<file path="config.mk">
export PLATFORM = sky130hd
export DESIGN_NAME = ssrrip_front
export DESIGN_NICKNAME = d
export VERILOG_FILES = /design/src/hw/rtl/ssrrip_pkg.sv /design/src/hw/rtl/ssrrip_front.sv
export SDC_FILE = /design/constraint.sdc
export NUM_CORES = 1
export LEC_CHECK = 0
export ABC_AREA = 1
export BUFFER_PORTS_ARGS = -buffer_cell sky130_fd_sc_hd__buf_2
export CORE_ASPECT_RATIO = 1.5
export CORE_UTILIZATION = 56
export CTS_CLUSTER_DIAMETER = 60
export DETAILED_ROUTE_END_ITERATION = 8
export PLACE_DENSITY_LB_ADDON = 0.25
export SYNTH_ARGS = -nofsm -noshare
export SYNTH_HDL_FRONTEND = slang
export SYNTH_SLANG_ARGS = --single-unit
</file>
<file path="constraint.sdc">
create_clock -name clk_i -period 8.3 [get_ports clk_i]
set_input_delay 1.66 -clock clk_i [delete_from_list [all_inputs] [get_ports clk_i]]
set_output_delay 1.66 -clock clk_i [all_outputs]
set_load 0.005 [all_outputs]
</file>
<file path="src/hw/rtl/ssrrip_pkg.sv">
// Shared types and constants for the streaming-aware RRIP replacement block.
// Used by every module under hw/rtl; depends on nothing.
`default_nettype none
package ssrrip_pkg;
  localparam int unsigned NumSets    = 2048;
  localparam int unsigned NumWays    = 16;
  localparam int unsigned SigBits    = 6;
  localparam int unsigned AddrBits   = 48;
  localparam int unsigned SetW       = $clog2(NumSets);
  localparam int unsigned WayW       = $clog2(NumWays);
  localparam int unsigned SigEntries = 1 << SigBits;
  localparam int unsigned StrideW    = AddrBits + 1;
  localparam int unsigned StrdRowW   = AddrBits + StrideW + 2;
  localparam int unsigned CntW       = 20;
  localparam int unsigned QDepth     = 2;

  localparam logic [1:0]      RrpvMax        = 2'd3;
  localparam logic [1:0]      CtrMax         = 2'd3;
  localparam logic [1:0]      CtrReset       = 2'd1;
  localparam logic [CntW-1:0] ResetDecay     = 20'd100000;
  localparam logic [1:0]      ResetStreamThr = 2'd2;
  localparam logic [1:0]      ResetReuseThr  = 2'd2;
  localparam logic            ModeVictim     = 1'b0;

  typedef enum logic [1:0] {
    CfgDecay  = 2'd0,
    CfgStream = 2'd1,
    CfgReuse  = 2'd2
  } cfg_idx_e;

  typedef enum logic [2:0] {
    StClear,
    StIdle,
    StLook,
    StDecay,
    StRead,
    StExec
  } back_state_e;

  typedef struct packed {
    logic        mode;
    logic [10:0] set_index;
    logic [3:0]  way;
    logic [47:0] address;
    logic [5:0]  signature;
    logic        hit;
  } req_t;

  typedef struct packed {
    logic [3:0] victim_way;
    logic       streaming;
    logic [1:0] insert_rrpv;
  } rsp_t;

  typedef struct packed {
    logic [CntW-1:0] decay_len;
    logic [1:0]      stream_thr;
    logic [1:0]      reuse_thr;
  } cfg_t;

  typedef struct packed {
    logic clearing;
    logic busy;
  } stat_t;
endpackage
`default_nettype wire

</file>
<file path="src/hw/rtl/ssrrip_front.sv">
// Request front end: a short queue that accepts requests and holds them for the engine.
// Depends on ssrrip_pkg.
`default_nettype none
module ssrrip_front (
  input  wire              clk_i,
  input  wire              rst_ni,
  input  ssrrip_pkg::req_t req_i,
  input  wire              push,
  output logic             full,
  input  wire              clearing_i,
  output ssrrip_pkg::req_t cmd_o,
  output logic             cmd_valid_o,
  input  wire              cmd_pop_i
);
  import ssrrip_pkg::*;

  req_t       mem_q [QDepth];
  logic       wr_ptr_q, rd_ptr_q;
  logic [1:0] cnt_q;
  logic       accept;

  assign full        = (cnt_q == 2'(QDepth)) || clearing_i;
  assign accept      = push && !full;
  assign cmd_valid_o = (cnt_q != 2'd0);
  assign cmd_o       = mem_q[rd_ptr_q];

  always_ff @(posedge clk_i) begin
    if (accept) mem_q[wr_ptr_q] <= req_i;
  end

  always_ff @(posedge clk_i or negedge rst_ni) begin
    if (!rst_ni) begin
      wr_ptr_q <= 1'b0;
      rd_ptr_q <= 1'b0;
      cnt_q    <= 2'd0;
    end else begin
      if (accept) wr_ptr_q <= ~wr_ptr_q;
      if (cmd_pop_i) rd_ptr_q <= ~rd_ptr_q;
      cnt_q <= cnt_q + 2'(accept) - 2'(cmd_pop_i);
    end
  end
endmodule
`default_nettype wire

</file>
* After elaboration in Yosys (flattened, before gate mapping) *
Memory sizes are Yosys's and may differ from the RTL's.
Cells that the tools add are included.

storage, ports and cells
  bits in registers = 4
  bits in latches = 0
  memory bits (writable) = 142
  ROM bits = 0
  input port bits = 76
  output and inout port bits = 73
  word-level logic and storage cells = 15
  memories = 1

memory list
  name   words  width  read ports  clocked after Yosys merged registers in  wr ports  line                source
  mem_q  2      71     1           0                                        1         ssrrip_front.sv:17  req_t mem_q [QDepth];

cells by class
  add/subtract/negate cells = 2
  multipliers = 0
  divide/modulo/power cells = 0
  order comparisons = 0
  eq/ne operators = 1
  shift operators = 0
  mux-type cells = 2
  bitwise operators = 2
  reductions and logical operators = 4

operators by type and width
  operator            count
  $add 2x1->2         1
  $eq 2x2->1 const B  1
  $mux 1              2
  $not 1->1           2
  $reduce_bool 2->1   1
  $sub 2x1->2         1
  $logic_and 1x1->1   1
  $logic_not 1->1     1
  $logic_or 1x1->1    1

* Logic depth before layout (Yosys ltp) *
Gate-level depths: netlist of run 1.

  depth in word-level cells = 6
  gate-level depth with buffers = 9
  gate-level depth less buffers = 9

* Worst setup path after synthesis of run 1 *
OpenSTA, ideal clock, no wires.

  kind = input port to flip-flop
  from = in clearing_i
  to = mem mem_q[1][0] in the netlist's numbering, enable pin
  library setup time = 0.501 ns
  arrival time = 4.826 ns
  required time = 7.799 ns
  path slack = 2.974 ns
  stages on the path = 3
  buffers on the path = 0
  cells stage by stage = inv_1 nand3_1 nor2_1

on the way
  longest elaborated chain between the ends = 5

ends and longest elaborated chain
  what                          line                source
  start: declaration            ssrrip_front.sv:10  input wire clearing_i,
  $logic_or 1x1->1              ssrrip_front.sv:22  assign full = (cnt_q == 2'(QDepth)) || clearing_i;
  $logic_not 1->1               ssrrip_front.sv:23  assign accept = push && !full;
  $logic_and 1x1->1             ssrrip_front.sv:23
  $mux 1                        ssrrip_front.sv:28  if (accept) mem_q[wr_ptr_q] <= req_i;
  $mux 1 (implied by the code)  ssrrip_front.sv:28
  end: declaration              ssrrip_front.sv:17

Every way passes these cells.

==> results of run 1 <==
report_power, final:
part           internal [mW]  switching [mW]
registers              0.920          0.0243
logic                  0.196           0.313
clock network          0.562           0.281
flip-flops by register name, summed over array words and instances (netlist names):
name,cells
cnt_q,2
rd_ptr_q,1
wr_ptr_q,1
mem_q,142
worst paths after layout:
kind,cells past startpoint,to,from,slack (ps)
max,3,cmd_o[41],rd_ptr_q$_DFFE_PN0P_,4320
min,2,wr_ptr_q$_DFFE_PN0P_,wr_ptr_q$_DFFE_PN0P_,490
max reg2reg,4,mem_q[1][69]$_DFFE_PP_,cnt_q[1]$_DFF_PN0_,6370
min reg2reg,2,wr_ptr_q$_DFFE_PN0P_,wr_ptr_q$_DFFE_PN0P_,490
max in group asynchronous,1,rd_ptr_q$_DFFE_PN0P_,rst_ni,7100
min in group asynchronous,1,wr_ptr_q$_DFFE_PN0P_,rst_ni,1050
worst max-delay path: stages, from the launching register on:
cell	delay, ps
dfrtp_4	410
buf_4	870
o21ai_0	330
buf_2	210
stage by stage:
stage,setup slack (ps),utilization,instances,power [mW],instance area [um^2]
after floorplan,2970,-,400,1.32,5580
after global routing,4160,0.719,682,2.41,6960
after CTS,4320,0.718,681,2.33,6960
after global placement,4640,0.650,650,1.45,6300
after detailed placement,4640,0.650,650,1.47,6300
final,4320,0.719,682,2.30,6960
cell families after synthesis:
logic type	count (synthesis)
xor gates and xnor gates	1
AOI/OAI and AO/OA	71
buffers and inverters	95
DFF	146
and+or+nand+nor	85
adders and majority gates	2
placed cells by master, fill, tap and decap left out:
| master | Yosys | routed |
|---|---|---|
| buf_2 | 0 | 148 |
| edfxtp_1 | 142 | 142 |
| nand2_1 | 81 | 81 |
| inv_1 | 79 | 78 |
| o21ai_0 | 52 | 52 |
| o21ai_1 | 17 | 17 |
| clkbuf_16 | 0 | 17 |
| bufinv_16 | 0 | 6 |
| dfrtp_1 | 4 | 3 |
| buf_4 | 0 | 3 |
| nand3_1 | 2 | 2 |
| o21ai_2 | 2 | 2 |
| ha_1 | 2 | 2 |
| clkinv_2 | 0 | 2 |
| clkinvlp_4 | 0 | 2 |
| inv_6 | 0 | 2 |
| diode_2 | 0 | 1 |
| nor2_4 | 0 | 1 |
| nand4_1 | 1 | 1 |
| inv_2 | 0 | 1 |
| xor2_1 | 1 | 1 |
| clkinv_4 | 0 | 1 |
| clkinv_1 | 0 | 1 |
| dfrtp_4 | 0 | 1 |
cells in the mapped netlist (all sizes together):
cell | n | area, um^2
dfrtp | 4 | 100
nand3 | 2 | 10.0
ha | 2 | 25.0
xor2 | 1 | 8.76
nor2 | 1 | 3.75
nand2 | 81 | 304
o21ai | 71 | 363
edfxtp | 142 | 4260
nand4 | 1 | 6.26
inv | 79 | 297
clkbuf | 7 | 27.5
buf | 9 | 171
metal layers:
metal | routed length, um | GRT usage | up-vias
met5 | 0 | 0 | -
met4 | 180 | 0.0887 | 0
met3 | 562 | 0.0643 | 15
met2 | 5530 | 0.363 | 103
met1 | 3570 | 0.202 | 1542
li1 | - | - | 1660
layout make-up:
| cell class | instances | area, um^2 | share of cell area |
|---|---|---|---|
| tap | 115 | 144 | 0.0207 |
| multi-input combinational | 159 | 728 | 0.105 |
| sequential | 146 | 4370 | 0.627 |
| antenna | 1 | 2.50 | 0.000359 |
| inverter | 79 | 297 | 0.0426 |
| clock inverter | 14 | 235 | 0.0338 |
| clock buffer | 17 | 425 | 0.0611 |
| timing repair buffer | 151 | 763 | 0.110 |
==> results.md, run 1 <==
- Starting Density: 0.576
- GR Overflow Total: 0
- #FFs+latches synth: 146
- Critical path arrival: 2320 ps
- # setup viols final: 0
- Crit path kind: reg -> out
- Top Ports: 149
- Worst-skew pair later-pin latency: 420 ps
- Mux share of post-synthesis cell area: 0
- Syn. warnings: 0
- Crit start category: flip-flop
- Tcrit/Tclk final: 0.480
- RSZ-0062 raised after global routing: no
- Post-DRT Antenna Nets: 0
- Initial antenna violation count: 1
- DIE AREA: 10400 um^2
- Cell variety after synth: 16
- IO Port Bufs: 148
- Root Buffer: clkbuf_16
- First-pass GRT wire length: 15.3 mm
- Global Route Usage Sum: 0.198
- Die Span Y: 124 um
- Fmax: 251 MHz
- Post-Synth Adder-Cell Area: 0.00448
- Tightest Hold Check Type: reg -> reg
- Die Span X: 83.5 um
- Pre-antenna DRT Iters: 4
- Wirelength, routed: 9.84 mm
- Drt first-iter violations: 146
- Post-CTS Resized: 0
- TritonCTS Sinks: 146
- DR vias: 3320
- # H-tree levels: 4
- Crit-path max FO: 142
- Mapped Area: 5580 um^2
- Max-cap violations: 0
- Routability cong.: 0.739
- Largest net degree at the start of global routing: 143
- Sequential share of the synthesized area: 0.782
- Pleak: 3.00 nW
- Site row count: 44
- Vias in the first global route: 3299
- Core Box Area: 9690 um^2
- Fill cell count: 666
- DRC viols: 0
- Worst-path clk slew: 60 ps
- Syn Area/Cell: 14.0 um^2
- Synthesis-to-layout area growth: 24.8%
- Fin nets: 632
- Final setup TNS: 0 ps
- CTS tree: built
- Post-route minimum period: 3980 ps
- Syn Nets: 478
- Slew HR: 0.186
- XOR/XNOR Fraction of Synth Area: 0.00157
- Actual slew at the worst max-slew pin: 1220 ps
- Largest family of logic cells by synthesized area: buffers and inverters
- Min Hold Slack: 490 ps
- Share of layout cells above drive strength 1: 0.329
- Synth Instances: 400
- Avg WL per Cell: 14.4 um
- Run status: complete, no violations
- Maximum VDD drop: 0.000271 V
- CTS Hold Bufs: 0
- Synth Area in Compound Gates: 0.0650
- Max Slew Vio Count: 0
- Simple-Gate Fraction of Synth Area: 0.0581
- Clock buffer depth: 2
- Power Density: 330 nW/um^2
- Hold Fails Final Rpt: 0
- Final setup skew: 13.6 ps
- Routed vias/inst: 4.87
- Post-CTS Setup Repair Bufs: 0
- Num CTS Buffers: 17
- Worst path required time: 6640 ps
- Setup crit end kind: output pin
- HPWL after DPL: 5.90 mm
Note: power is estimated with default switching activity, not from simulation.
==> run 2: changes to the inputs <==
CORE_UTILIZATION = 52   (was 56)
clock period = 4 ns   (was 8.3 ns; I/O delays follow)
==> run 2 against run 1 <==
Compared with the run above:
- via count decreased by 0.51%
- total power increased by 95%
- clock power increased by 72%
- die area increased by 7.5%
- global-route usage decreased by 2.2 points
- sequential share of layout area increased by 0.45 points
- non-clock buffer count increased by 2
- first-iteration DRC count increased by 18%
- hold slack got worse by 300 ps
- combinational power increased by 90%
- clock skew decreased by 6.4 ps
- highest routed layer unchanged
==> results.md, run 2 (synthesized netlist as in run 1, its figures left out) <==
- Run status: complete, no violations
- Final cell count without fillers: 712
- RR Startpoint: cnt_q[0]$_DFF_PN0_
- HPWL after DPL: 6.22 mm
- Pre-antenna DRT Iters: 4
- Crit start category: flip-flop
- Hold Fails Final Rpt: 0
- Fin nets: 634
- Worst-path clk slew: 60 ps
- Clock buffer depth: 2
- Maximum VDD drop: 0.000529 V
- Placed Cells: 681
- Site row count: 46
- Avg WL per Cell: 13.2 um
- CTS Hold Bufs: 0
- Slowest cell on crit path: dfrtp_4
- Final setup TNS: 0 ps
- Actual slew at the worst max-slew pin: 756 ps
- Worst reg2reg path endpoint: mem_q[1][24]$_DFFE_PP_
- Largest regs: mem_q x142, cnt_q x2
- Pleak: 2.95 nW
- RSZ-0062 raised after global routing: no
- Starting Density: 0.530
- GR Overflow Total: 0
- # H-tree levels: 4
- CP peak stage delay: 910 ps
- Slew HR: 0.496
- Worst Setup SP: rd_ptr_q$_DFFE_PN0P_
- Worst-skew pair later-pin latency: 410 ps
- Global Route Usage Sum: 0.176
- Worst r2r path cells: 5
- CTS tree: built
- Routed vias/inst: 4.64
- DR vias: 3303
- Post-CTS Resized: 0
- Worst path required time: 3200 ps
- Routability cong.: 0.726
- Post-route minimum period: 2900 ps
- Wirelength, routed: 9.42 mm
- Post-CTS Setup Repair Bufs: 0
- Crit path buffers/inverters: 2
- Metal3 WL: 586 um
- Die Span X: 86.6 um
- Critical path arrival: 2100 ps
- Power Density: 646 nW/um^2
- Met2 WL: 4.88 mm
- Root Buffer: clkbuf_16
- Max-cap violations: 0
- Synthesis-to-layout area growth: 23.9%
- Commonest non-fill, non-tap cell in the layout: buf_2
- Top Ports: 149
- IO Port Bufs: 148
- Share of layout cells above drive strength 1: 0.324
- Fmax: 345 MHz
- Setup crit end kind: output pin
- Tcrit/Tclk final: 0.726
- Core Box Area: 10500 um^2
- # setup viols final: 0
- Crit path kind: reg -> out
- DIE AREA: 11200 um^2
- Crit-path max FO: 83
- First-pass GRT wire length: 14.3 mm
- Largest net degree at the start of global routing: 84
- Max Slew Vio Count: 0
- Top routing layer in use: met4
- Vias in the first global route: 3160
- Drt first-iter violations: 173
- Largest register FFs: 142
- Die Span Y: 129 um
- Commonest non-fill, non-tap cells in the layout: buf_2, edfxtp_1, nand2_1
- Initial antenna violation count: 0
- R2R Setup Slk: 1940 ps
- Delay-heaviest family, CP: flip-flops
- Antenna cells: 0
- DRT met1 WL: 3.70 mm
- Largest reg by FF count: mem_q
- CP cell instances: buf_4, nand2_1, o21ai_0, buf_2
- Tightest Hold Check Type: in -> async
- Final setup skew: 7.17 ps
- Num CTS Buffers: 17
- DRC viols: 0
- Post-DRT Antenna Nets: 0
- Layout Utilization: 0.656
- TritonCTS Sinks: 146
==> run 2: cell count changes in the layout (fill, tap and decap cells not counted), moves of 2 or more <==
cell and delta:
clkinv_1 +3, bufinv_16 -4, inv_6 -2, clkinvlp_4 +2
==> run 2: layer usage <==
| layer | vias to the layer above | GRT usage |
|---|---|---|
| li1 | 1656 | - |
| met1 | 1511 | 0.193 |
| met2 | 115 | 0.295 |
| met3 | 21 | 0.0629 |
| met4 | 0 | 0.0990 |
| met5 | - | 0 |
==> run 2: layout make-up <==
cell class | instances | area [um^2]
clock buffer | 18 | 429
clock inverter | 13 | 120
fill | 801 | 3620
inverter | 79 | 297
multi-input combinational | 159 | 728
sequential | 146 | 4370
tap | 144 | 180
timing repair buffer | 153 | 791
==> run 2: how the worst max path moves through the flow <==
stage                             end  slack (ps)  cells past startpoint
2_1_floorplan   mem_q[1][0]$_DFFE_PP_         720                      3
3_3_place_gp   mem_q[1][18]$_DFFE_PP_        1450                      5
3_5_place_dp   mem_q[1][18]$_DFFE_PP_        1410                      5
4_1_cts                     cmd_o[20]        1030                      4
5_1_grt                     cmd_o[14]         900                      4
6_report                    cmd_o[20]        1100                      4
==> run 2: through the flow <==
step | cell area, um^2 | hold WS [ps] | power, mW | worst slack, ps
after detailed placement | 6360 | 467 | 3.07 | 1410
after floorplan | 5580 | 442 | 2.74 | 717
final | 6910 | 191 | 4.47 | 1100
after CTS | 6910 | 175 | 4.53 | 1030
after global routing | 6910 | 184 | 4.73 | 904
after global placement | 6360 | 457 | 3.04 | 1450
==> run 2: where the power goes <==
part	leakage (nW)	switching [mW]	internal (mW)	total (mW)
sequential	1.34	0.153	1.90	2.06
combinational	1.35	0.552	0.412	0.965
clock	0.258	0.548	0.899	1.45
total	2.95	1.25	3.22	4.47
==> run 3: changes to the inputs <==
clock period = 2.8 ns   (was 4 ns; I/O delays follow)
==> run 3 against run 2 <==
Compared with the run above:
- routed wire length is 0.35% lower
- non-clock buffer count is 1 higher
- worst setup slack worse by 730 ps
- critical endpoint is now cmd_o[46]
- highest routed layer unchanged
==> results.md, run 3 (synthesized netlist as in run 1, its figures left out) <==
- Run status: complete, no violations
- Largest net degree at the start of global routing: 72
- R2R Setup Slk: 1060 ps
- Site row count: 46
- DIE AREA: 11200 um^2
- Num CTS Buffers: 17
- RSZ-0062 raised after global routing: no
- CP cell instances: buf_4, nand2_1, o21ai_0, buf_2
- Largest reg by FF count: mem_q
- Worst-path clk slew: 60 ps
- Worst path required time: 2240 ps
- Fill cell count: 820
- Worst Hold End: mem_q[1][16]$_DFFE_PP_
- RR Startpoint: cnt_q[0]$_DFF_PN0_
- Wirelength, routed: 9.39 mm
- Initial antenna violation count: 0
- Fin nets: 635
- Vias in the first global route: 3194
- Core Box Area: 10500 um^2
- Power Density: 932 nW/um^2
- Pleak: 2.99 nW
- Pre-antenna DRT Iters: 4
- DR vias: 3375
- Final setup skew: 11.4 ps
- CTS tree: built
- Max-cap violations: 0
- # setup viols final: 0
- Synthesis-to-layout area growth: 25.2%
- Crit path buffers/inverters: 2
- Max Slew Vio Count: 0
- Clock buffer depth: 2
- Routed vias/inst: 4.73
- Hold Fails Final Rpt: 0
- Post-route minimum period: 2430 ps
- TritonCTS Sinks: 146
- Area post-placement: 6400 um^2
- Commonest non-fill, non-tap cell in the layout: buf_2
- First-pass GRT wire length: 13.9 mm
- Multi-input gate area: 728 um^2
- Crit path kind: reg -> out
- Routability cong.: 0.739
- Antenna cells: 0
- Post-DRT Antenna Nets: 0
- Worst-skew pair later-pin latency: 410 ps
- FF+latch area: 4370 um^2
- Avg WL per Cell: 13.2 um
- Worst r2r path cells: 5
- Placed Cells: 681
- Final setup TNS: 0 ps
- HPWL after DPL: 6.12 mm
- Die Span Y: 129 um
- Commonest non-fill, non-tap cells in the layout: buf_2, edfxtp_1, nand2_1
- Fmax: 411 MHz
- Drt first-iter violations: 154
- Critical path arrival: 1870 ps
- DRC viols: 0
- Top Ports: 149
- GR Overflow Total: 0
- Crit start category: flip-flop
- CP peak stage delay: 750 ps
- Worst reg2reg path endpoint: mem_q[0][34]$_DFFE_PP_
- Post-CTS Resized: 0
- Global Route Usage Sum: 0.171
- Actual slew at the worst max-slew pin: 602 ps
- Worst Hold Depth: 1
- Largest register FFs: 142
- Starting Density: 0.530
- Delay-heaviest family, CP: flip-flops
- Final cell count without fillers: 713
- Share of layout cells above drive strength 1: 0.322
- HP Start: req_i[16]
- # H-tree levels: 4
- Setup crit end kind: output pin
- Maximum VDD drop: 0.000614 V
- Slew HR: 0.598
- Root Buffer: clkbuf_16
- Tightest Hold Check Type: in -> reg
- Tcrit/Tclk final: 0.868
- Largest regs: mem_q x142, cnt_q x2
- Crit-path max FO: 57
- Post-route cell area: 6980 um^2
- Slowest cell on crit path: dfrtp_4
- Die Span X: 86.6 um
- IO Port Bufs: 148
[run 3: area by class of cell]
class	instances	share of cell area
flip-flops and latches	146	0.625
inverters	79	0.0425
clock buffers	19	0.0620
multi-input cells	159	0.104
clock inverters	12	0.0201
repair buffers	154	0.120
well taps	144	0.0258
[run 3: how the worst max path moves through the flow]
| stage | end | cells after the start | slack (ps) | startpoint |
|---|---|---|---|---|
| after detailed placement | cmd_o[21] | 4 | 780 | rd_ptr_q$_DFFE_PN0P_ |
| after global placement | cmd_o[14] | 4 | 800 | rd_ptr_q$_DFFE_PN0P_ |
| final | cmd_o[46] | 4 | 370 | rd_ptr_q$_DFFE_PN0P_ |
| after floorplan | mem_q[0][0]$_DFFE_PP_ | 3 | 240 | clearing_i |
| after global routing | cmd_o[24] | 4 | 160 | rd_ptr_q$_DFFE_PN0P_ |
| after CTS | cmd_o[21] | 4 | 330 | rd_ptr_q$_DFFE_PN0P_ |
[run 3: worst register-to-register path, cell delays in order, from the launching register on]
cell	delay [ps]
dfrtp_1	350
inv_1	60
nand2_1	100
nand4_1	140
inv_2	480
buf_12	290
[run 3: power by group]
| group | total (mW) | switching [mW] | leakage (nW) | internal (mW) |
|---|---|---|---|---|
| Sequential | 2.89 | 0.166 | 1.34 | 2.72 |
| Combinational | 1.45 | 0.831 | 1.37 | 0.620 |
| Clock | 2.17 | 0.789 | 0.277 | 1.38 |
[run 3: timing repair]
| action | in CTS | in global routing |
|---|---|---|
| buffers inserted | 0 | 0 |
| hold buffers | 1 | 0 |
| endpoints found under the hold margin | 4 | 0 |
[run 3: per-stage QoR]
step	hold slack, ps	worst slack (ps)	utilization	power [mW]
2_1_floorplan	264	235	-	3.91
3_3_place_gp	370	798	0.608	4.35
3_5_place_dp	372	778	0.608	4.41
4_1_cts	323	332	0.663	6.59
5_1_grt	323	161	0.663	6.86
6_report	334	369	0.663	6.51
[run 3: metal layers]
metal / share of wire / GRT usage / vias to the layer above
met5: 0 / 0 / -
met4: 0.015 / 0.0804 / 0
met3: 0.065 / 0.0616 / 13
met2: 0.55 / 0.306 / 117
met1: 0.37 / 0.175 / 1585
li1: - / - / 1660
