==> src/hw/rtl/ssrrip_pkg.sv <==
// Shared types and constants for the streaming-aware RRIP replacement block.
// Used by every module under hw/rtl; depends on nothing.
`default_nettype none
package ssrrip_pkg;
  localparam int unsigned NumSets    = 2048;
  localparam int unsigned NumWays    = 16;
  localparam int unsigned SigBits    = 6;
  localparam int unsigned AddrBits   = 48;
  localparam int unsigned SetW       = $clog2(NumSets);
  localparam int unsigned WayW       = $clog2(NumWays);
  localparam int unsigned SigEntries = 1 << SigBits;
  localparam int unsigned StrideW    = AddrBits + 1;
  localparam int unsigned StrdRowW   = AddrBits + StrideW + 2;
  localparam int unsigned CntW       = 20;
  localparam int unsigned QDepth     = 2;

  localparam logic [1:0]      RrpvMax        = 2'd3;
  localparam logic [1:0]      CtrMax         = 2'd3;
  localparam logic [1:0]      CtrReset       = 2'd1;
  localparam logic [CntW-1:0] ResetDecay     = 20'd100000;
  localparam logic [1:0]      ResetStreamThr = 2'd2;
  localparam logic [1:0]      ResetReuseThr  = 2'd2;
  localparam logic            ModeVictim     = 1'b0;

  typedef enum logic [1:0] {
    CfgDecay  = 2'd0,
    CfgStream = 2'd1,
    CfgReuse  = 2'd2
  } cfg_idx_e;

  typedef enum logic [2:0] {
    StClear,
    StIdle,
    StLook,
    StDecay,
    StRead,
    StExec
  } back_state_e;

  typedef struct packed {
    logic        mode;
    logic [10:0] set_index;
    logic [3:0]  way;
    logic [47:0] address;
    logic [5:0]  signature;
    logic        hit;
  } req_t;

  typedef struct packed {
    logic [3:0] victim_way;
    logic       streaming;
    logic [1:0] insert_rrpv;
  } rsp_t;

  typedef struct packed {
    logic [CntW-1:0] decay_len;
    logic [1:0]      stream_thr;
    logic [1:0]      reuse_thr;
  } cfg_t;

  typedef struct packed {
    logic clearing;
    logic busy;
  } stat_t;
endpackage
`default_nettype wire

==> src/hw/rtl/ssrrip_rsp_q.sv <==
// Result queue that holds finished responses until the consumer pops them.
// Depends on ssrrip_pkg.
`default_nettype none
module ssrrip_rsp_q (
  input  wire              clk_i,
  input  wire              rst_ni,
  input  wire              push_i,
  input  ssrrip_pkg::rsp_t rsp_i,
  output logic             space_o,
  output ssrrip_pkg::rsp_t rsp_o,
  output logic             empty,
  input  wire              pop
);
  import ssrrip_pkg::*;

  rsp_t       mem_q [QDepth];
  logic       wr_ptr_q, rd_ptr_q;
  logic [1:0] cnt_q;
  logic       take;

  assign empty   = (cnt_q == 2'd0);
  assign space_o = (cnt_q != 2'(QDepth));
  assign take    = pop && !empty;
  assign rsp_o   = mem_q[rd_ptr_q];

  always_ff @(posedge clk_i) begin
    if (push_i) mem_q[wr_ptr_q] <= rsp_i;
  end

  always_ff @(posedge clk_i or negedge rst_ni) begin
    if (!rst_ni) begin
      wr_ptr_q <= 1'b0;
      rd_ptr_q <= 1'b0;
      cnt_q    <= 2'd0;
    end else begin
      if (push_i) wr_ptr_q <= ~wr_ptr_q;
      if (take) rd_ptr_q <= ~rd_ptr_q;
      cnt_q <= cnt_q + 2'(push_i) - 2'(take);
    end
  end
endmodule
`default_nettype wire

==> config.mk <==
export PLATFORM = sky130hd
export DESIGN_NAME = ssrrip_rsp_q
export DESIGN_NICKNAME = d
export VERILOG_FILES = /design/src/hw/rtl/ssrrip_pkg.sv /design/src/hw/rtl/ssrrip_rsp_q.sv
export SDC_FILE = /design/constraint.sdc
export NUM_CORES = 1
export LEC_CHECK = 0
export BUFFER_PORTS_ARGS = -buffer_cell sky130_fd_sc_hd__buf_2
export CAP_MARGIN = 10
export CORE_MARGIN = 2
export CORE_UTILIZATION = 48
export DETAILED_ROUTE_END_ITERATION = 12
export MAX_ROUTING_LAYER = met4
export PLACE_DENSITY = 0.78
export SYNTH_ARGS = -nofsm -noshare
export SYNTH_HDL_FRONTEND = slang
export SYNTH_SLANG_ARGS = --single-unit
==> constraint.sdc <==
create_clock -name clk_i -period 1.6 [get_ports clk_i]
set_input_delay 0.48 -clock clk_i [delete_from_list [all_inputs] [get_ports clk_i]]
set_output_delay 0.48 -clock clk_i [all_outputs]
set_load 0.02 [all_outputs]
== Word level (Yosys, flattened, before mapping) ==
Memories as Yosys holds them, arrays and structs flattened.
Cells that the tools add are included.

* Add/subtract/negate cells: 2
* Multipliers: 0
* Divide/modulo/power cells: 0
* Order comparisons: 0
* Equality and inequality tests: 1
* Shifts and indexed selects: 0
* Multiplexer cells: 2
* Bitwise logic cells: 2
* Reduce and logical (&&, ||, !) cells: 3

{| class="wikitable"
|+ Operators with widths
! operator !! count
|-
| 2-bit by 1-bit adder with 2-bit output || 1
|-
| 2-bit logical NOT || 1
|-
| 1-bit 2-to-1 mux || 2
|-
| 2-bit != test, second input constant || 1
|-
| 1-bit NOT || 2
|-
| 2-bit by 1-bit subtractor with 2-bit output || 1
|-
| 1-bit logical AND || 1
|-
| 1-bit logical NOT || 1
|}

* Register bits: 4
* Bits in latches: 0
* Memory bits (writable): 14
* Memory bits (read-only): 0
* Input bits: 11
* Output and inout port bits: 9
* Logic and storage cells: 14
* Memories kept: 1

{| class="wikitable"
|+ Memory list
! name !! depth !! width !! rd ports !! clocked after memory_dff !! write ports !! RTL line !! RTL
|-
| mem_q || 2 || 7 || 1 || 0 || 1 || ssrrip_rsp_q.sv:16 || <nowiki>rsp_t mem_q [QDepth];</nowiki>
|}

== Logic depth before layout (Yosys ltp) ==
Gate-level depths: netlist of the first run.

* Word-level depth: 4
* Mapped depth: 6
* Mapped depth without buffers: 6

== Worst setup path before layout of the first run ==
OpenSTA, ideal clock, no wires.

* Path kind: register to register
* Start point: register cnt_q[1]
* End point: register cnt_q[1]
* Setup time: 0.123 ns
* Arrival time: 1.309 ns
* Required time: 1.477 ns
* Slack: 0.169 ns
* Cell stages (with the launch flop): 7
* Path buffers: 0
* Cells stage by stage: dfrtp_1 o21a_2 ha_1 inv_1 ha_1 xnor2_1 xnor2_1

* Word-level cells in the longest chain between the ends: 4
* Elaborated cells on any way between the ends: 5
* Classes of those cells: 2 x add/sub; 3 x reduce/logical

{| class="wikitable"
|+ RTL lines
! element !! RTL line !! RTL
|-
| start: declaration || ssrrip_rsp_q.sv:18 || <nowiki>logic [1:0] cnt_q;</nowiki>
|-
| start signal: assignment || ssrrip_rsp_q.sv:38 || <nowiki>cnt_q <= cnt_q + 2'(push_i) - 2'(take);</nowiki>
|-
| 2-bit logical NOT || ssrrip_rsp_q.sv:21 || <nowiki>assign empty = (cnt_q == 2'd0);</nowiki>
|-
| 1-bit logical NOT || ssrrip_rsp_q.sv:23 || <nowiki>assign take = pop && !empty;</nowiki>
|-
| 1-bit logical AND || ssrrip_rsp_q.sv:23 ||
|-
| named net take || ssrrip_rsp_q.sv:19 || <nowiki>logic take;</nowiki>
|-
| 2-bit by 1-bit subtractor with 2-bit output || ssrrip_rsp_q.sv:38 ||
|}

The timed path passes the listed nets, and every way through them passes these cells.
A chain may end at the register's enable or synchronous reset.

==> results.sh, run 1 <==
export IMPL_outcome="complete, but fails checks"
export IMPL_violations="negative setup slack"
export IMPL_fmax_mhz=576
export IMPL_worstSetupEndpointType="primary output"
export IMPL_gp_congestion=0.647
export IMPL_fin_crit_sh_pct=109
export IMPL_grt_busiest_layer="met2"
export IMPL_synthFlopType="edfxtp_1"
export IMPL_synth_seq_cells=18
export IMPL_root_buffer="clkbuf_4"
export IMPL_use_met2_pct=23.3
export IMPL_rr_endpoint="cnt_q[1]$_DFF_PN0_"
export IMPL_synth_edf_count=14
export IMPL_avgSynthCellArea_um2=18.8
export IMPL_start_util_pct=49.8
export IMPL_fin_crit_ns=1.74
export IMPL_met1_usage_pct=12.3
export IMPL_drc_errors=0
export IMPL_vias=384
export IMPL_area_growth_synth_to_final_pct=29.7
export IMPL_crit_type="register to primary output"
export IMPL_grt_pass1_wl_um=1630
export IMPL_setup_ws_ns=-0.136
export IMPL_num_rows=14
export IMPL_power_density_nw_per_um2=1810
export IMPL_r2r_start="cnt_q[0]$_DFF_PN0_"
export IMPL_chipHeight_um=43.1
export IMPL_power_uw=1720
export IMPL_startpoint_type="register"
export IMPL_drv_slew=0
export IMPL_grt_start_max_net_pins=11
export IMPL_reg2reg_setup_slack_ns=0.11
export IMPL_ys_seq_area_share_pct=71.0
export IMPL_gr_usage_all_layers_pct=12.6
export IMPL_hpwlAfterDp_um=736
export IMPL_rsz0062_at_grt="yes"
export IMPL_finalClockSkew_ns=0.00791
export IMPL_ys_top_cells_by_count="14 x edfxtp_1, 7 x mux2_4, 4 x dfrtp_1"
export IMPL_yosysTopAreaCellShare_pct=57.3
export IMPL_initialDrtViolationCount=12
export IMPL_ant_nets=0
export IMPL_clk_latency_ns=0.28
export IMPL_hold_path_class="primary input to register"
export IMPL_postSynthNetCount=52
export IMPL_synth_most_common_cell="edfxtp_1"
export IMPL_yosys_area_top_type="edfxtp_1"
export IMPL_gr_usage_met3_pct=2.98
export IMPL_crit_path_start="rd_ptr_q$_DFFE_PN0P_"
export IMPL_die_area_um2=1860
export IMPL_final_hold_violation_count=0
export IMPL_diodes=0
export IMPL_port_buffers=19
export IMPL_ys_warn_count=0
export IMPL_setup_violations=7
export IMPL_async_reset_ff_share_pct=22.2
export IMPL_drive_gt1_share_pct=55.4
export IMPL_slew_headroom_pct=77.6
export IMPL_tightest_slew_ns=0.335
export IMPL_floorplan_die_width_um=43.1
export IMPL_antenna_found_initial=0
export IMPL_drtPass1Iterations=3
export IMPL_nets=79
export IMPL_critPathRequiredTime_ns=1.12
export IMPL_endpoint="rsp_o[3]"
export IMPL_numCtsBuffers=3
export IMPL_routedWlPerCell_um=12.4
export IMPL_ff2ff_path_depth=6
export IMPL_grt_ovfl_total=0
export IMPL_power_leakage_uw=0.000412
export IMPL_clkTransAtPathRegs_ns=0.10
export IMPL_wl_um=1000
export IMPL_arrival_ns=1.26
export IMPL_cts_tree="done"
export IMPL_stdcell_count=81
export IMPL_viasPerCell=4.74
export IMPL_hold_ws_ns=0.375
export IMPL_grt_pass1_vias=431
export IMPL_syn_instance_count=39
export IMPL_cts_sinks=18
export IMPL_placed_cells=74
export IMPL_num_io_pins=20
export IMPL_max_cap_violations=0
export IMPL_h_tree_depth=1
export IMPL_clk_path_buf_depth=2
export IMPL_ir_worst_vdd_v=0.000926
export IMPL_path_max_fanout=8
export IMPL_syn_area_um2=733
export IMPL_netlist_top_cells_area="edfxtp_1 57%, mux2_4 14%, dfrtp_1 14%"
export IMPL_synth_cell_types=13
export IMPL_core_area_um2=1470
==> power breakdown <==
part / switching [µW] / internal (µW) / total (µW)
combinational: 334 / 432 / 766
clock: 125 / 96.7 / 221
sequential: 92.3 / 644 / 736
total: 551 / 1170 / 1720
==> how the worst min path moves through the flow <==
stage	startpoint	end	slack [ns]	cells past startpoint
2_1_floorplan	rst_ni	cnt_q[0]$_DFF_PN0_	0.18	0
3_3_place_gp	rst_ni	cnt_q[1]$_DFF_PN0_	0.29	1
3_5_place_dp	rst_ni	cnt_q[1]$_DFF_PN0_	0.30	1
4_1_cts	rsp_i[2]	mem_q[1][2]$_DFFE_PP_	0.37	1
5_1_grt	rsp_i[1]	mem_q[0][1]$_DFFE_PP_	0.37	1
6_report	rsp_i[2]	mem_q[0][2]$_DFFE_PP_	0.38	1
==> repair_timing <==
item | CTS | global route
gates resized for setup | 15 | 2
setup buffers | 1 | 1
setup endpoints to repair | 7 | 8
pin swaps | 0 | 1
hold buffers | 1 | 0
endpoints found under the hold margin | 4 | 0
==> critical path: stages, from the launching register on <==
cell	delay [ns]
dfrtp_2	0.51
mux2_4	0.33
buf_6	0.13
==> state kept, by name (all words and copies together) (netlist names) <==
| signal | cells |
|---|---|
| cnt_q | 2 |
| mem_q | 14 |
| rd_ptr_q | 1 |
| wr_ptr_q | 1 |
==> stage by stage <==
step / instance area, µm² / setup WS [ns] / utilization, % / setup TNS (ns)
2_1_floorplan: 733 / 0.169 / - / 0
3_3_place_gp: 845 / 0.0352 / 57.4 / 0
3_5_place_dp: 845 / -0.00199 / 57.4 / -0.00199
4_1_cts: 933 / -0.150 / 63.4 / -1.03
5_1_grt: 951 / -0.188 / 64.6 / -1.29
6_report: 951 / -0.136 / 64.6 / -0.936
==> kinds of logic (layout without fill, tap and decap cells) <==
group | after synthesis | after routing | synth area share [%]
buf+inv | 3 | 29 | 2.56
flops | 18 | 18 | 71.0
fa+ha+maj | 2 | 2 | 3.41
compound gates | 1 | 1 | 1.19
simple gates | 4 | 4 | 2.73
xor+xnor | 4 | 4 | 4.78
mux | 7 | 7 | 14.3
==> layer usage <==
metal / share of wire [%] / wire length (µm)
met1: 38 / 378
met2: 57 / 570
met3: 5.4 / 54
met4: 0 / 0
met5: 0 / 0
==> area by class of cell <==
class	instances	area [µm²]
Sequential cell	18	522
Fill cell	128	520
Multi-Input combinational cell	18	204
Timing Repair Buffer	23	171
Clock buffer	4	26.3
Tap cell	16	20.0
Inverter	2	7.51
==> layout by cell type (no fill, tap or decap), drive strengths merged, types with 2 or more instances in the layout <==
cell	n
clkbuf	4
ha	2
xnor2	2
buf	22
dfrtp	4
inv	2
xor2	2
edfxtp	14
mux2	7
No activity file was read; power rests on OpenSTA's default activity.
==> run 2: changes to the inputs <==
BUFFER_PORTS_ARGS = -buffer_cell sky130_fd_sc_hd__buf_4   (was -buffer_cell sky130_fd_sc_hd__buf_2)
==> run 2 against run 1 <==
- the run still ends with negative setup slack left
- sequential power rose by 2%
- register-to-register slack got worse by 0.05 ns
- sequential cell count did not move
- die area did not move
- largest power group unchanged
- clock skew fell by 0.0049 ns
- routed wire length rose by 4.5%
- combinational power fell by 2%
- via count rose by 3.1%
- highest routed layer is now met4
- clock power barely moved
- worst hold slack improved by 0.0014 ns
- critical path type unchanged
==> results.sh, run 2 (same netlist as run 1, synthesis figures left out) <==
export IMPL_tightest_slew_ns=0.333
export IMPL_final_common_cell="buf_4"
export IMPL_die_area_um2=1860
export IMPL_clk_latency_ns=0.28
export IMPL_setup_violations=7
export IMPL_wl_um=1050
export IMPL_num_rows=14
export IMPL_cts_sinks=18
export IMPL_chipHeight_um=43.1
export IMPL_initialDrtViolationCount=1
export IMPL_comb_power_share_pct=43.7
export IMPL_fmax_mhz=569
export IMPL_r2r_start="cnt_q[1]$_DFF_PN0_"
export IMPL_grt_pass1_wl_um=1510
export IMPL_grt_ovfl_total=0
export IMPL_place_area_um2=892
export IMPL_hold_path_class="primary input to register"
export IMPL_cts_tree="done"
export IMPL_regMostFlops="mem_q"
export IMPL_finalClockSkew_ns=0.00305
export IMPL_drtPass1Iterations=2
export IMPL_rr_endpoint="cnt_q[1]$_DFF_PN0_"
export IMPL_vias=396
export IMPL_power_switching_uw=557
export IMPL_start_util_pct=49.8
export IMPL_final_hold_violation_count=0
export IMPL_startpoint_type="register"
export IMPL_grt_start_max_net_pins=11
export IMPL_cp_cell_sequence="mux2_4 -> buf_6"
export IMPL_cp_num_buf_inv=1
export IMPL_ir_worst_vdd_v=0.000922
export IMPL_nets=79
export IMPL_viasPerCell=4.89
export IMPL_p_sw_share_pct=32.4
export IMPL_port_buffers=19
export IMPL_root_buffer="clkbuf_4"
export IMPL_power_frac_clock_pct=12.7
export IMPL_diodes=0
export IMPL_outcome="complete, but fails checks"
export IMPL_grt_pass1_vias=344
export IMPL_crit_type="register to primary output"
export IMPL_max_cap_violations=0
export IMPL_clk_path_buf_depth=2
export IMPL_path_delay_family="flip-flops"
export IMPL_critPathRequiredTime_ns=1.12
export IMPL_drv_slew=0
export IMPL_hold_ws_ns=0.377
export IMPL_rsz0062_at_grt="yes"
export IMPL_worstHoldPathCells=1
export IMPL_min_from="rsp_i[3]"
export IMPL_fin_crit_sh_pct=110
export IMPL_antenna_found_initial=0
export IMPL_num_io_pins=20
export IMPL_hold_end="mem_q[0][3]$_DFFE_PP_"
export IMPL_arrival_ns=1.28
export IMPL_final_cell_mix="15 x buf_4, 14 x edfxtp_1, 7 x mux2_4, 7 x buf_6"
export IMPL_stdcell_area_um2=973
export IMPL_crit_path_max_incr_delay_ns=0.53
export IMPL_routedWlPerCell_um=13.0
export IMPL_drc_errors=0
export IMPL_top_regs="mem_q: 14 flops, cnt_q: 2 flops"
export IMPL_power_density_nw_per_um2=1770
export IMPL_placed_cells=74
export IMPL_reg2reg_setup_slack_ns=0.06
export IMPL_power_leakage_uw=0.000418
export IMPL_intPower_uw=1160
export IMPL_cp_slowest_cell="dfrtp_2"
export IMPL_h_tree_depth=1
export IMPL_fin_crit_ns=1.76
export IMPL_p_seq_share_pct=43.6
export IMPL_gr_usage_all_layers_pct=12.1
export IMPL_setup_ws_ns=-0.158
export IMPL_area_growth_synth_to_final_pct=32.8
export IMPL_numCtsBuffers=3
export IMPL_clkTransAtPathRegs_ns=0.10
export IMPL_core_area_um2=1470
export IMPL_ff2ff_path_depth=6
export IMPL_floorplan_die_width_um=43.1
export IMPL_violations="negative setup slack"
export IMPL_ant_nets=0
export IMPL_worstSetupEndpointType="primary output"
export IMPL_drive_gt1_share_pct=53.8
export IMPL_largest_reg_flops=14
export IMPL_slew_headroom_pct=77.8
export IMPL_stdcell_count=81
export IMPL_path_max_fanout=8
export IMPL_gp_congestion=0.641
-- run 2: final cells by class --
cell class | count | area, µm²
Sequential cell | 18 | 522
Inverter | 2 | 7.51
Clock inverter | 1 | 3.75
Clock buffer | 3 | 22.5
Tap cell | 16 | 20.0
Multi-Input combinational cell | 18 | 196
Timing Repair Buffer | 23 | 201
Fill cell | 105 | 498
-- run 2: what timing repair did --
item                                    CTS  global route
cloned                                    0             0
buffers inserted                          0             2
hold endpoints to repair                  4             0
endpoints found under the setup margin    7             8
resized for setup                         8             1
pin swaps                                 0             3
hold buffers                              1             0
-- run 2: power by group through the flow --
stage	logic [µW]	clock network, µW	registers (µW)
2_1_floorplan	511	0	696
3_3_place_gp	643	0	752
3_5_place_dp	666	0	761
4_1_cts	727	223	752
5_1_grt	798	244	767
6_report	751	219	749
-- run 2: worst reg2reg max path, cell delays in order (launching register included) --
cell	delay (ns)
dfrtp_1	0.43
o21a_2	0.24
ha_1	0.27
inv_1	0.04
ha_2	0.16
xnor2_1	0.18
xnor2_1	0.15
-- run 2: worst max-delay path by stage --
| stage | from | cells after the start | to | slack, ns |
|---|---|---|---|---|
| after CTS | rd_ptr_q$_DFFE_PN0P_ | 2 | rsp_o[6] | -0.17 |
| after global routing | rd_ptr_q$_DFFE_PN0P_ | 2 | rsp_o[0] | -0.20 |
| after floorplan | cnt_q[1]$_DFF_PN0_ | 6 | cnt_q[1]$_DFF_PN0_ | 0.17 |
| after detailed placement | pop | 7 | cnt_q[1]$_DFF_PN0_ | -0.02 |
| after global placement | rd_ptr_q$_DFFE_PN0P_ | 2 | rsp_o[6] | 0.02 |
| final | rd_ptr_q$_DFFE_PN0P_ | 2 | rsp_o[0] | -0.16 |
-- run 2: metal layers --
metal	vias to the layer above	track usage, %	wire, µm
met3	2	2.55	51
met1	190	11.1	354
met4	0	5.45	7
met2	12	23.0	635
li1	192	-	-
met5	-	-	0
-- run 2: through the flow --
stage | total power [µW] | utilization (%) | worst slack [ns] | TNS, ns
finish | 1720 | 66.2 | -0.158 | -1.09
global route | 1810 | 66.2 | -0.203 | -1.39
CTS | 1700 | 65.0 | -0.172 | -1.18
detailed placement | 1430 | 60.6 | -0.0188 | -0.0188
global placement | 1390 | 60.6 | 0.0184 | 0
floorplan | 1210 | - | 0.169 | 0
==> run 3: changes to the inputs <==
PLACE_DENSITY = 0.84   (was 0.78)
==> run 3 against run 2 <==
- the run still ends with negative setup slack left
- critical endpoint unchanged
- critical path depth stayed put
- clock skew hardly changed
- worst hold slack worse by 0.0097 ns
- clock-buffer cell count is 1 higher
==> results.sh, run 3 (same netlist as run 1, synthesis figures left out) <==
export IMPL_core_area_um2=1470
export IMPL_violations="negative setup slack"
export IMPL_chipHeight_um=43.1
export IMPL_regMostFlops="mem_q"
export IMPL_power_switching_uw=552
export IMPL_worstSetupEndpointType="primary output"
export IMPL_grt_start_max_net_pins=11
export IMPL_area_growth_synth_to_final_pct=32.8
export IMPL_max_cap_violations=0
export IMPL_grt_pass1_vias=423
export IMPL_fin_crit_ns=1.76
export IMPL_setup_ws_ns=-0.159
export IMPL_setup_violations=7
export IMPL_p_seq_share_pct=42.4
export IMPL_grt_pass1_wl_um=1680
export IMPL_ir_worst_vdd_v=0.00109
export IMPL_viasPerCell=4.98
export IMPL_p_sw_share_pct=31.5
export IMPL_critPathRequiredTime_ns=1.12
export IMPL_hold_path_class="primary input to register"
export IMPL_startpoint_type="register"
export IMPL_fin_crit_sh_pct=110
export IMPL_intPower_uw=1200
export IMPL_hpwlAfterDp_um=837
export IMPL_antenna_found_initial=0
export IMPL_clk_latency_ns=0.29
export IMPL_place_area_um2=892
export IMPL_final_hold_violation_count=0
export IMPL_placed_cells=74
export IMPL_arrival_ns=1.28
export IMPL_diodes=0
export IMPL_cp_cell_sequence="mux2_4 -> buf_6"
export IMPL_crit_type="register to primary output"
export IMPL_clk_path_buf_depth=2
export IMPL_slew_headroom_pct=79.0
export IMPL_h_tree_depth=1
export IMPL_grt_ovfl_total=0
export IMPL_port_buffers=19
export IMPL_timing_setup_tns_ns=-1.06
export IMPL_drv_slew=0
export IMPL_routedWlPerCell_um=13.3
export IMPL_cts_sinks=18
export IMPL_largest_reg_flops=14
export IMPL_rsz0062_at_grt="yes"
export IMPL_cts_tree="done"
export IMPL_crit_path_max_incr_delay_ns=0.52
export IMPL_num_rows=14
export IMPL_finalClockSkew_ns=0.00318
export IMPL_gp_congestion=0.671
export IMPL_fmax_mhz=569
export IMPL_comb_power_share_pct=42.1
export IMPL_die_area_um2=1860
export IMPL_path_max_fanout=8
export IMPL_stdcell_count=80
export IMPL_vias=398
export IMPL_initialDrtViolationCount=7
export IMPL_start_util_pct=49.8
export IMPL_gr_usage_all_layers_pct=13.5
export IMPL_final_cell_mix="14 x buf_4, 14 x edfxtp_1, 7 x mux2_4, 7 x buf_6"
export IMPL_power_frac_clock_pct=15.5
export IMPL_nFillCells=109
export IMPL_stdcell_area_um2=973
export IMPL_clkTransAtPathRegs_ns=0.10
export IMPL_drive_gt1_share_pct=53.1
export IMPL_floorplan_die_width_um=43.1
export IMPL_drtPass1Iterations=3
export IMPL_top_regs="mem_q: 14 flops, cnt_q: 2 flops"
export IMPL_outcome="complete, but fails checks"
export IMPL_cp_slowest_cell="dfrtp_2"
export IMPL_drc_errors=0
export IMPL_tightest_slew_ns=0.316
export IMPL_power_leakage_uw=0.000420
export IMPL_nets=78
export IMPL_numCtsBuffers=3
export IMPL_ant_nets=0
export IMPL_root_buffer="clkbuf_4"
export IMPL_wl_um=1060
export IMPL_final_util_pct=66.2
export IMPL_power_density_nw_per_um2=1800
export IMPL_num_io_pins=20
run 3: worst paths after layout:
path,startpoint,depth (start not counted),endpoint,slack [ns]
max,rd_ptr_q$_DFFE_PN0P_,2,rsp_o[0],-0.16
min,rsp_i[6],1,mem_q[0][6]$_DFFE_PP_,0.37
max reg2reg,cnt_q[0]$_DFF_PN0_,6,cnt_q[1]$_DFF_PN0_,0.10
min reg2reg,wr_ptr_q$_DFFE_PN0P_,1,wr_ptr_q$_DFFE_PN0P_,0.50
max in group asynchronous,rst_ni,2,rd_ptr_q$_DFFE_PN0P_,0.97
min in group asynchronous,rst_ni,2,wr_ptr_q$_DFFE_PN0P_,0.52
run 3: worst max-delay path: cells and delay by family, from the launching register on:
family | cells | cell delay, ns
buffers and inverters | 1 | 0.13
flip-flops | 1 | 0.52
multiplexers | 1 | 0.33
run 3: through the flow:
stage	setup slack [ns]	power, µW	hold slack, ns
detailed placement	0.00254	1420	0.282
global placement	0.0128	1390	0.279
global route	-0.213	1850	0.355
floorplan	0.169	1210	0.184
CTS	-0.179	1750	0.360
finish	-0.159	1750	0.367
run 3: final cells by class:
type	count	area, µm²	share of cell area, %
Inverter	2	7.51	0.771
Sequential cell	18	522	53.6
Clock buffer	4	36.3	3.73
Tap cell	16	20.0	2.06
Multi-Input combinational cell	18	194	19.9
Timing Repair Buffer	22	194	19.9
run 3: timing repair:
action | 4_1_cts | 5_1_grt
cloned | 0 | 0
hold buffers | 1 | 0
endpoints found under the setup margin | 7 | 8
hold endpoints to repair | 4 | 0
pin swaps | 0 | 0
resized for setup | 8 | 0
setup buffers | 0 | 1
run 3: metal layers:
layer	vias to the layer above	global-route usage (%)	share of wire, %
li1	191	-	-
met3	4	3.83	5.7
met1	188	11.0	31
met4	0	7.27	2.3
met5	-	-	0
met2	15	26.0	60
run 3: power by group through the flow:
| stage | clock, µW | sequential, µW | combinational (µW) |
|---|---|---|---|
| floorplan | 0 | 696 | 511 |
| global placement | 0 | 752 | 642 |
| detailed placement | 0 | 759 | 664 |
| CTS | 278 | 754 | 722 |
| global route | 300 | 762 | 787 |
| finish | 272 | 744 | 738 |
